[config.mk]
export PLATFORM = sky130hd
export DESIGN_NAME = rfid_reader_response_parser_flat
export DESIGN_NICKNAME = d
export VERILOG_FILES = /design/src/sv/rrp_pkg.sv /design/src/sv/rrp_if.sv /design/src/sv/rrp_in_stage.sv /design/src/sv/rrp_frame_parser.sv /design/src/sv/rrp_out_stage.sv /design/src/sv/rfid_reader_response_parser.sv /design/src/flat_wrapper.sv
export SDC_FILE = /design/constraint.sdc
export NUM_CORES = 1
export LEC_CHECK = 0
export ABC_AREA = 1
export BUFFER_PORTS_ARGS = -buffer_cell sky130_fd_sc_hd__buf_4
export CAP_MARGIN = 20
export CORE_ASPECT_RATIO = 1.2
export CORE_UTILIZATION = 40
export DETAILED_ROUTE_END_ITERATION = 7
export GPL_TIMING_DRIVEN = 0
export SLEW_MARGIN = 0
export SYNTH_ARGS = -nofsm -noshare
export SYNTH_HDL_FRONTEND = slang
export SYNTH_SLANG_ARGS = --single-unit
[constraint.sdc]
create_clock -name clk -period 8.25 [get_ports clk]
set_input_delay 1.65 -clock clk [delete_from_list [all_inputs] [get_ports clk]]
set_output_delay 1.65 -clock clk [all_outputs]
set_load 0.005 [all_outputs]
[src/sv/rrp_pkg.sv]
`timescale 1ns / 1ps

package rrp_pkg;

  localparam int MAX_FRAME_BYTES = 128;

  localparam logic [7:0] ST_OK_CODE   = 8'h81;
  localparam logic [7:0] ST_FAIL_CODE = 8'h80;
  localparam logic [7:0] XOR_START    = 8'd2;
  localparam logic [7:0] STATUS_POS   = 8'd3;
  localparam logic [7:0] LENGTH_POS   = 8'd4;
  localparam logic [7:0] ID_START     = 8'd5;
  localparam logic [7:0] MIN_FRAME    = 8'd4;

  typedef enum logic {
    KIND_BYTE = 1'b0,
    KIND_IDLE = 1'b1
  } rrp_in_kind_t;

  typedef enum logic {
    OUT_ID     = 1'b0,
    OUT_STATUS = 1'b1
  } rrp_out_kind_t;

  typedef enum logic [1:0] {
    STATUS_OK     = 2'd0,
    STATUS_FAIL   = 2'd1,
    STATUS_BAD    = 2'd2,
    STATUS_CKSUM  = 2'd3
  } rrp_status_t;

  typedef struct packed {
    logic       kind;
    logic [7:0] rx_byte;
  } rrp_item_t;

  typedef struct packed {
    logic       out_kind;
    logic [7:0] id_byte;
    logic [7:0] id_index;
    logic [7:0] id_length;
    logic [1:0] status;
    logic       last;
  } rrp_result_t;

endpackage

[src/sv/rrp_if.sv]
`timescale 1ns / 1ps

interface rrp_in_if;
  logic       valid;
  logic       ready;
  logic       kind;
  logic [7:0] rx_byte;

  modport source (output valid, output kind, output rx_byte, input ready);
  modport sink   (input valid, input kind, input rx_byte, output ready);
endinterface

interface rrp_out_if;
  logic       valid;
  logic       ready;
  logic       out_kind;
  logic [7:0] id_byte;
  logic [7:0] id_index;
  logic [7:0] id_length;
  logic [1:0] status;
  logic       last;

  modport source (output valid, output out_kind, output id_byte, output id_index,
                  output id_length, output status, output last, input ready);
  modport sink   (input valid, input out_kind, input id_byte, input id_index,
                  input id_length, input status, input last, output ready);
endinterface

interface rrp_cfg_if;
  logic valid;
  logic ready;
  logic expect_id;

  modport source (output valid, output expect_id, input ready);
  modport sink   (input valid, input expect_id, output ready);
endinterface

[src/sv/rrp_in_stage.sv]
`timescale 1ns / 1ps

module rrp_in_stage (
  input  logic              clk,
  input  logic              rst_n,
  input  logic              in_valid,
  output logic              in_ready,
  input  rrp_pkg::rrp_item_t in_item,
  input  logic              advance,
  output logic              item_valid,
  output rrp_pkg::rrp_item_t item
);

  logic               valid_r;
  rrp_pkg::rrp_item_t item_r;

  // The register empties whenever the next stage moves, so it refills in the same cycle.
  assign in_ready   = !valid_r || advance;
  assign item_valid = valid_r;
  assign item       = item_r;

  always_ff @(posedge clk) begin
    if (!rst_n) begin
      valid_r <= 1'b0;
    end else if (in_ready) begin
      valid_r <= in_valid;
    end
  end

  always_ff @(posedge clk) begin
    if (in_ready && in_valid) begin
      item_r <= in_item;
    end
  end

endmodule

[src/sv/rrp_frame_parser.sv]
`timescale 1ns / 1ps

module rrp_frame_parser #(
  parameter int MAX_FRAME_BYTES = rrp_pkg::MAX_FRAME_BYTES
) (
  input  logic                 clk,
  input  logic                 rst_n,
  input  logic                 cfg_valid,
  input  logic                 cfg_expect_id,
  input  logic                 take,
  input  rrp_pkg::rrp_item_t   item,
  output logic                 res_valid,
  output rrp_pkg::rrp_result_t res
);

  localparam logic [7:0] MaxBytes = 8'(MAX_FRAME_BYTES);

  logic       expect_id_r;
  logic [7:0] byte_count_r, byte_count_nxt;
  logic [7:0] xor_acc_r, xor_acc_nxt;
  logic [7:0] status_byte_r, status_byte_nxt;
  logic [7:0] length_byte_r, length_byte_nxt;
  logic       cks_seen_r, cks_seen_nxt;
  logic [8:0] cks_pos;
  logic [7:0] idx;

  assign idx     = byte_count_r;
  assign cks_pos = {1'b0, rrp_pkg::ID_START} + {1'b0, length_byte_r};

  always_comb begin
    byte_count_nxt  = byte_count_r;
    xor_acc_nxt     = xor_acc_r;
    status_byte_nxt = status_byte_r;
    length_byte_nxt = length_byte_r;
    cks_seen_nxt    = cks_seen_r;
    res_valid       = 1'b0;
    res             = '0;
    if (take) begin
      if (item.kind == rrp_pkg::KIND_BYTE) begin
        // Bytes beyond the buffer limit are dropped and not counted.
        if (idx < MaxBytes) begin
          byte_count_nxt = idx + 8'd1;
          if (idx >= rrp_pkg::XOR_START && !cks_seen_r) begin
            xor_acc_nxt = xor_acc_r ^ item.rx_byte;
          end
          if (idx == rrp_pkg::STATUS_POS) begin
            status_byte_nxt = item.rx_byte;
          end
          if (idx == rrp_pkg::LENGTH_POS) begin
            length_byte_nxt = item.rx_byte;
          end
          if (idx >= rrp_pkg::ID_START && !cks_seen_r) begin
            if ({1'b0, idx} < cks_pos) begin
              if (expect_id_r && status_byte_r == rrp_pkg::ST_OK_CODE) begin
                res_valid     = 1'b1;
                res.out_kind  = rrp_pkg::OUT_ID;
                res.id_byte   = item.rx_byte;
                res.id_index  = idx - rrp_pkg::ID_START;
                res.id_length = length_byte_r;
                res.status    = rrp_pkg::STATUS_OK;
                res.last      = 1'b0;
              end
            end else if ({1'b0, idx} == cks_pos) begin
              cks_seen_nxt = 1'b1;
            end
          end
        end
      end else begin
        res_valid     = 1'b1;
        res.out_kind  = rrp_pkg::OUT_STATUS;
        res.last      = 1'b1;
        res.id_length = (byte_count_r > rrp_pkg::LENGTH_POS) ? length_byte_r : 8'd0;
        priority if (byte_count_r < rrp_pkg::MIN_FRAME) begin
          res.status = rrp_pkg::STATUS_BAD;
        end else if (status_byte_r == rrp_pkg::ST_FAIL_CODE) begin
          res.status = rrp_pkg::STATUS_FAIL;
        end else if (status_byte_r != rrp_pkg::ST_OK_CODE) begin
          res.status = rrp_pkg::STATUS_BAD;
        end else if (!expect_id_r) begin
          res.status = rrp_pkg::STATUS_OK;
        end else if (byte_count_r <= rrp_pkg::LENGTH_POS || !cks_seen_r) begin
          res.status = rrp_pkg::STATUS_BAD;
        end else if (xor_acc_r != 8'd0) begin
          res.status = rrp_pkg::STATUS_CKSUM;
        end else begin
          res.status = rrp_pkg::STATUS_OK;
        end
        byte_count_nxt  = '0;
        xor_acc_nxt     = '0;
        status_byte_nxt = '0;
        length_byte_nxt = '0;
        cks_seen_nxt    = 1'b0;
      end
    end
  end

  always_ff @(posedge clk) begin
    if (!rst_n) begin
      expect_id_r   <= 1'b1;
      byte_count_r  <= '0;
      xor_acc_r     <= '0;
      status_byte_r <= '0;
      length_byte_r <= '0;
      cks_seen_r    <= 1'b0;
    end else begin
      if (cfg_valid) begin
        expect_id_r <= cfg_expect_id;
      end
      byte_count_r  <= byte_count_nxt;
      xor_acc_r     <= xor_acc_nxt;
      status_byte_r <= status_byte_nxt;
      length_byte_r <= length_byte_nxt;
      cks_seen_r    <= cks_seen_nxt;
    end
  end

  a_frame_clears: assert property (@(posedge clk) disable iff (!rst_n)
    (take && item.kind == rrp_pkg::KIND_IDLE) |=> (byte_count_r == 8'd0 && !cks_seen_r))
    else $error("frame state not cleared after end of frame");

  a_count_bounded: assert property (@(posedge clk) disable iff (!rst_n)
    byte_count_r <= MaxBytes)
    else $error("byte count passed the buffer limit");

  a_cks_after_id: assert property (@(posedge clk) disable iff (!rst_n)
    cks_seen_r |-> byte_count_r > rrp_pkg::ID_START)
    else $error("checksum flagged before the ID field");

  a_id_in_range: assert property (@(posedge clk) disable iff (!rst_n)
    (res_valid && res.out_kind == rrp_pkg::OUT_ID) |-> res.id_index < res.id_length)
    else $error("ID byte index outside the declared length");

endmodule

[src/sv/rrp_out_stage.sv]
`timescale 1ns / 1ps

module rrp_out_stage (
  input  logic                 clk,
  input  logic                 rst_n,
  input  logic                 res_valid,
  input  rrp_pkg::rrp_result_t res,
  output logic                 advance,
  output logic                 out_valid,
  input  logic                 out_ready,
  output rrp_pkg::rrp_result_t out_res
);

  logic                 valid_r;
  rrp_pkg::rrp_result_t res_r;

  assign advance   = !valid_r || out_ready;
  assign out_valid = valid_r;
  assign out_res   = res_r;

  always_ff @(posedge clk) begin
    if (!rst_n) begin
      valid_r <= 1'b0;
    end else if (advance) begin
      valid_r <= res_valid;
    end
  end

  always_ff @(posedge clk) begin
    if (advance && res_valid) begin
      res_r <= res;
    end
  end

endmodule

[src/sv/rfid_reader_response_parser.sv]
`timescale 1ns / 1ps

// Reply-frame parser for a serial RFID reader.
// in_ch carries one event per transfer: a received byte (kind 0) or a line-idle
// marker (kind 1) that closes the frame. out_ch carries ID bytes as they arrive
// (when ID parsing is on and the status byte reads ok) and one status result with
// last set for every idle marker. cfg_ch writes the expect_id register; it is
// always ready and should only be written while no event is in the pipeline.
// An event is registered in the input register, goes through the frame-state
// update and is registered in the output register before out_ch.valid rises; a
// stall can hold it on the way. Throughput is one event per cycle while
// out_ch.ready stays high, set by the single frame-state update between those registers.
// Events that produce no result still pass through the pipeline and take one slot.
// Reset (rst_n low, synchronous) empties both registers, clears the frame state and
// sets expect_id to 1. When the receiver holds out_ch.ready low, the output
// register holds its result, the pipeline stops, and in_ch.ready drops once the
// input register is also full.
module rfid_reader_response_parser #(
  parameter int MAX_FRAME_BYTES = rrp_pkg::MAX_FRAME_BYTES
) (
  input logic       clk,
  input logic       rst_n,
  rrp_in_if.sink    in_ch,
  rrp_out_if.source out_ch,
  rrp_cfg_if.sink   cfg_ch
);

  rrp_pkg::rrp_item_t   in_item;
  rrp_pkg::rrp_item_t   item;
  rrp_pkg::rrp_result_t res;
  rrp_pkg::rrp_result_t out_res;
  logic                 item_valid;
  logic                 advance;
  logic                 res_valid;

  assign in_item.kind    = in_ch.kind;
  assign in_item.rx_byte = in_ch.rx_byte;
  assign cfg_ch.ready    = 1'b1;

  rrp_in_stage u_in_stage (
    .clk        (clk),
    .rst_n      (rst_n),
    .in_valid   (in_ch.valid),
    .in_ready   (in_ch.ready),
    .in_item    (in_item),
    .advance    (advance),
    .item_valid (item_valid),
    .item       (item)
  );

  rrp_frame_parser #(
    .MAX_FRAME_BYTES (MAX_FRAME_BYTES)
  ) u_parser (
    .clk           (clk),
    .rst_n         (rst_n),
    .cfg_valid     (cfg_ch.valid),
    .cfg_expect_id (cfg_ch.expect_id),
    .take          (item_valid && advance),
    .item          (item),
    .res_valid     (res_valid),
    .res           (res)
  );

  rrp_out_stage u_out_stage (
    .clk       (clk),
    .rst_n     (rst_n),
    .res_valid (res_valid),
    .res       (res),
    .advance   (advance),
    .out_valid (out_ch.valid),
    .out_ready (out_ch.ready),
    .out_res   (out_res)
  );

  assign out_ch.out_kind  = out_res.out_kind;
  assign out_ch.id_byte   = out_res.id_byte;
  assign out_ch.id_index  = out_res.id_index;
  assign out_ch.id_length = out_res.id_length;
  assign out_ch.status    = out_res.status;
  assign out_ch.last      = out_res.last;

endmodule

[src/flat_wrapper.sv]
// flat-port wrapper written by rule: the top's interface ports become plain ports
module rfid_reader_response_parser_flat 
#(
  parameter int MAX_FRAME_BYTES = rrp_pkg::MAX_FRAME_BYTES
)
  (clk, rst_n, in_ch_valid, in_ch_kind, in_ch_rx_byte, in_ch_ready, out_ch_valid, out_ch_out_kind, out_ch_id_byte, out_ch_id_index, out_ch_id_length, out_ch_status, out_ch_last, out_ch_ready, cfg_ch_valid, cfg_ch_expect_id, cfg_ch_ready);
  rrp_in_if in_ch_i ();
  rrp_out_if out_ch_i ();
  rrp_cfg_if cfg_ch_i ();
  input logic clk;
  input logic rst_n;
  input wire logic [$bits(in_ch_i.valid)-1:0] in_ch_valid;
  input wire logic [$bits(in_ch_i.kind)-1:0] in_ch_kind;
  input wire logic [$bits(in_ch_i.rx_byte)-1:0] in_ch_rx_byte;
  output wire logic [$bits(in_ch_i.ready)-1:0] in_ch_ready;
  output wire logic [$bits(out_ch_i.valid)-1:0] out_ch_valid;
  output wire logic [$bits(out_ch_i.out_kind)-1:0] out_ch_out_kind;
  output wire logic [$bits(out_ch_i.id_byte)-1:0] out_ch_id_byte;
  output wire logic [$bits(out_ch_i.id_index)-1:0] out_ch_id_index;
  output wire logic [$bits(out_ch_i.id_length)-1:0] out_ch_id_length;
  output wire logic [$bits(out_ch_i.status)-1:0] out_ch_status;
  output wire logic [$bits(out_ch_i.last)-1:0] out_ch_last;
  input wire logic [$bits(out_ch_i.ready)-1:0] out_ch_ready;
  input wire logic [$bits(cfg_ch_i.valid)-1:0] cfg_ch_valid;
  input wire logic [$bits(cfg_ch_i.expect_id)-1:0] cfg_ch_expect_id;
  output wire logic [$bits(cfg_ch_i.ready)-1:0] cfg_ch_ready;
  assign in_ch_i.valid = in_ch_valid;
  assign in_ch_i.kind = in_ch_kind;
  assign in_ch_i.rx_byte = in_ch_rx_byte;
  assign in_ch_ready = in_ch_i.ready;
  assign out_ch_valid = out_ch_i.valid;
  assign out_ch_out_kind = out_ch_i.out_kind;
  assign out_ch_id_byte = out_ch_i.id_byte;
  assign out_ch_id_index = out_ch_i.id_index;
  assign out_ch_id_length = out_ch_i.id_length;
  assign out_ch_status = out_ch_i.status;
  assign out_ch_last = out_ch_i.last;
  assign out_ch_i.ready = out_ch_ready;
  assign cfg_ch_i.valid = cfg_ch_valid;
  assign cfg_ch_i.expect_id = cfg_ch_expect_id;
  assign cfg_ch_ready = cfg_ch_i.ready;
  rfid_reader_response_parser #(.MAX_FRAME_BYTES(MAX_FRAME_BYTES)) u_core (.clk(clk), .rst_n(rst_n), .in_ch(in_ch_i), .out_ch(out_ch_i), .cfg_ch(cfg_ch_i));
endmodule
After elaboration in Yosys (flattened, before gate mapping)
Index checks and enable logic that the tools add are counted.
Cells by class
  bitwise logic cells: 6
  shift operators: 0
  $lt $le $gt $ge: 7
  equality and inequality tests: 7
  mux-type cells: 35
  reduce and logical (&&, ||, !) cells: 25
  add/sub/neg operators: 3
  div/mod/pow operators: 0
  multipliers: 0
Operators with widths (count)
  $mux 8: 12
  $mux 11: 5
  $eq 8x8->1 const B: 2
  $mux 1: 12
  $mux 2: 6
  $reduce_bool 2->1: 6
  $add 3x8->9 const A: 1
  $eq 8x9->1: 1
  $lt 8x9->1: 1
  $reduce_and 3->1: 3
  $add 8x1->8 const B: 1
  $eq 8x2->1 const B: 1
  $eq 8x3->1 const B: 1
  $ge 8x2->1 const B: 1
  $ge 8x3->1 const B: 1
  $gt 8x3->1 const B: 1
  $le 8x3->1 const B: 1
  $lt 8x3->1 const B: 1
  $lt 8x8->1 const B: 1
  $ne 8x8->1 const B: 1
  $reduce_bool 8->1: 1
  $sub 8x3->8 const B: 1
  $xor 8x8->8: 1
  $logic_and 1x1->1: 6
  7 further kinds: 15
Storage, ports and cells
  register bits after elaboration: 73
  memories kept: 0
  input bits: 15
  logic and storage cells: 99
  output and inout port bits: 31
  bits in read-only memories: 0
  latch bits: 0
  bits in writable memories: 0

Longest topological paths before layout
  depth in word-level cells: 9
  depth in mapped cells: 14
  mapped depth without buffers: 14

By module
From an unflattened synthesis, not the netlist that was laid out.
Unflattened totals
  cells, all modules: 402
  area total of the unflattened synthesis: 3552.2 um^2
Modules (own cells, without submodules)
  rrp_frame_parser: instances 1, area an instance 2319.7 um^2, cells each 347, seq. area each 680.7 um^2
  rrp_out_stage: instances 1, area an instance 892.1 um^2, cells each 35, seq. area each 860.8 um^2
  rrp_in_stage: instances 1, area an instance 321.6 um^2, cells each 16, seq. area each 290.3 um^2
  rfid_reader_response_parser: instances 1, area an instance 18.8 um^2, cells each 4, seq. area each 0.0 um^2

Worst setup path after synthesis
Ideal clock, no wire load.
  path kind: input-to-output
  start: in out_ch_ready
  end: out in_ch_ready
  data required time: 6.600 ns
  stages: 2
  arrival: 1.799 ns
  path slack: 4.801 ns
  cell sequence: inv_1 nand3_1
Between the ends
  cells in the longest elaborated chain, start to end: 2
RTL lines
  from (decl): RTL line flat_wrapper.sv:23  | input wire logic [$bits(out_ch_i.ready)-1:0] out_ch_ready;
  $logic_or 1x1->1: RTL line rrp_out_stage.sv:17  | assign advance = !valid_r || out_ready;
  $logic_or 1x1->1: RTL line rrp_in_stage.sv:18  | assign in_ready = !valid_r || advance;
  to (decl): RTL line flat_wrapper.sv:15  | output wire logic [$bits(in_ch_i.ready)-1:0] in_ch_ready;
Every way passes these cells.

Final worst setup path
Ends and elaborated chain as after synthesis.

==> out/metrics.cfg <==
[global_route]
grt_use_total = 0.173
grt_overflow = 0
grt_max_degree = 28
grt_pass1_vias = 2592
antenna_found_initial = 0
grt_first_pass_wirelength_mm = 11.9

[min_path]
holdPathStages = 2
hold_class = reg -> reg
worstHoldEndpoint = u_core.u_parser.status_byte_r[4]$_SDFFE_PN0P_
min-delay-start = u_core.u_parser.status_byte_r[4]$_SDFFE_PN0P_

[synthesis]
ys_async_sr_fraction = 0
seq_area_frac_synth = 0.523
synthFlopType = edfxtp_1
ys_types = 31
yosys_warnings = 0
syn-num-nets = 427
syn_area_um2 = 3450
synthesis.instances = 400
synth_edf_count = 36
ys_seq_elements = 72
avgSynthCellArea_um2 = 8.61

[clock_tree]
cts_setup_buffers = 0
cts_tree = done
cts_resized = 0
clock_tree.buffer_depth = 2
cts_max_level = 3
cts_buffers = 9
insertion_delay_ps = 350
clk_pin_slew_ps = 70
clock_tree.root_cell = clkbuf_8
postCtsHoldBufs = 0
cts_sinks = 72

[placed_design]
place_inst = 558
place.port_buffers = 44
hpwl_mm = 5.49
gp_congestion = 0.864
dp_slack_ps = 4330

[floorplanning]
initial_utilization = 0.418
die_w_um = 86.7
core_um2 = 8240
pin_count = 46
dieArea_um2 = 8990
rows = 36
fp.dieH_um = 104

[final_layout]
final_util = 0.508
synthToLayoutAreaGrowth_pct = 21.6
final_common_cell = nand2_1
final_cells = 575
drive_gt1_frac = 0.210
final_nets = 483
layout_common_cells = 95 x nand2_1, 54 x nor2_1, 47 x buf_4
antennaDiodeCount = 0

[worst_setup_path]
slowest_delay_ps = 170
cp_max_fo = 3
cp.arrival_ps = 2100
start_kind = input port
worstPathCellList = buf_4, inv_1, nand3_1, buf_4
r2r_slack_ps = 5190
path_class = in -> out
required_ps = 6600
cpLargestDelayFamily = buffers and inverters
reg2reg_to = u_core.u_out_stage.out_res[12]$_SDFFCE_PP0P_
cp-end-kind = output pin
cpMostUsedCell = buf_4
path_buf_inv = 3
r2r_cells = 14
r2r_start = u_core.u_parser.length_byte_r[0]$_SDFFE_PN0P_
crit_slowest_cell = buf_4

[sta]
drv_slew = 0
max_slew_margin = 0.657
rsz0062_at_grt = no
setup_viol = 0
fmax_mhz = 266
tightest_slew_ps = 515
finalHoldViolCount = 0
timing.final.ws_setup_ps = 4500
tns_ps = 0
period_share = 0.455
fin_crit_ps = 3750
skew_ps = 8.51

[routing]
post-route-drc-count = 0
drtPass1Iterations = 4
wirelength_mm = 7.23
drt-vias-per-instance = 4.77
num_vias = 2743
antenna_left = 0
routedWlPerCell_um = 12.6
drtIter0Drc = 111

[power_and_ir_drop]
leakagePower_nw = 1.70
p_per_area_nw_per_um2 = 184
fin_total_pwr_mw = 0.772
ir_drop_v = 0.000101

[outcome]
outcome = finished, final reports clean

[run]
max_cap_viol_count = 0

## worst register-to-register path, delay by kind of cell, from the launching register on
kind	cells	cell delay (ps)
flops	1	440
fa+ha+maj	2	520
compound gates	1	160
buf+inv	2	610
simple gates	8	940
xor+xnor	1	150
## power breakdown
group | internal (mW) | switching, mW
logic | 0.0186 | 0.0263
clock network | 0.201 | 0.138
registers | 0.383 | 0.00519
total | 0.603 | 0.170
## kinds of logic after synthesis
logic type	count (synthesis)	synth area share
compound gates	49	0.0777
xor+xnor	9	0.0229
fa+ha+maj	12	0.0436
buf+inv	49	0.0617
flops	72	0.523
other cells	1	0.00109
simple gates	208	0.270
## routing by layer
| metal | up-vias | global-route usage | part of all wire | wire, um |
|---|---|---|---|---|
| li1 | 1417 | - | - | - |
| met1 | 1261 | 0.193 | 0.42 | 3050 |
| met2 | 57 | 0.311 | 0.53 | 3850 |
| met3 | 8 | 0.0422 | 0.031 | 226 |
| met4 | 0 | 0.0690 | 0.016 | 114 |
| met5 | - | 0 | 0 | 0 |
## layout make-up
| type | count | area, um^2 |
|---|---|---|
| Timing Repair Buffer | 45 | 358 |
| Fill cell | 815 | 4050 |
| Buffer | 10 | 66.3 |
| Multi-Input combinational cell | 279 | 1430 |
| Clock inverter | 7 | 120 |
| Sequential cell | 72 | 1800 |
| Clock buffer | 9 | 124 |
| Tap cell | 114 | 143 |
| Inverter | 39 | 146 |
## registers in the layout (all words and copies together) (netlist names)
register / cells
u_core.u_out_stage.out_res: 27
u_core.u_parser.xor_acc_r: 8
u_core.u_parser.status_byte_r: 8
u_core.u_parser.length_byte_r: 8
u_core.u_out_stage.out_valid: 1
u_core.u_parser.cks_seen_r: 1
u_core.u_in_stage.item_valid: 1
u_core.u_parser.byte_count_r: 8
u_core.u_parser.expect_id_r: 1
u_core.u_in_stage.item: 9
## metrics by stage
step	hold slack, ps	cell area (um^2)
floorplan	445	3450
global placement	454	3920
detailed placement	460	3920
CTS	471	4160
global route	507	4190
finish	470	4190
## cells in the mapped netlist (3+ instances only)
master,count,area (um^2)
nand2_1,95,357
nor2_1,54,203
a21oi_1,42,210
dfxtp_1,36,721
edfxtp_1,36,1080
inv_1,33,124
nand3_1,18,90.1
nor3_1,14,70.1
ha_1,12,150
nor2_2,8,50.1
xor2_1,8,70.1
inv_2,6,22.5
nand2_2,4,25.0
nor2_4,4,45.0
o21ai_0,4,20.0
buf_4,3,22.5
clkbuf_1,3,11.3
nand4_1,3,18.8
## worst max-delay path by stage
stage / to / slack, ps / from / cells after the start
2_1_floorplan: in_ch_ready / 4800 / out_ch_ready / 2
3_3_place_gp: u_core.u_out_stage.out_res[19]$_SDFFCE_PP0P_ / 4350 / out_ch_ready / 9
3_5_place_dp: u_core.u_out_stage.out_res[23]$_SDFFCE_PP0P_ / 4330 / out_ch_ready / 9
4_1_cts: in_ch_ready / 4480 / out_ch_ready / 4
5_1_grt: in_ch_ready / 4450 / out_ch_ready / 4
6_report: in_ch_ready / 4500 / out_ch_ready / 4
Note: power is estimated with default switching activity, not from simulation.
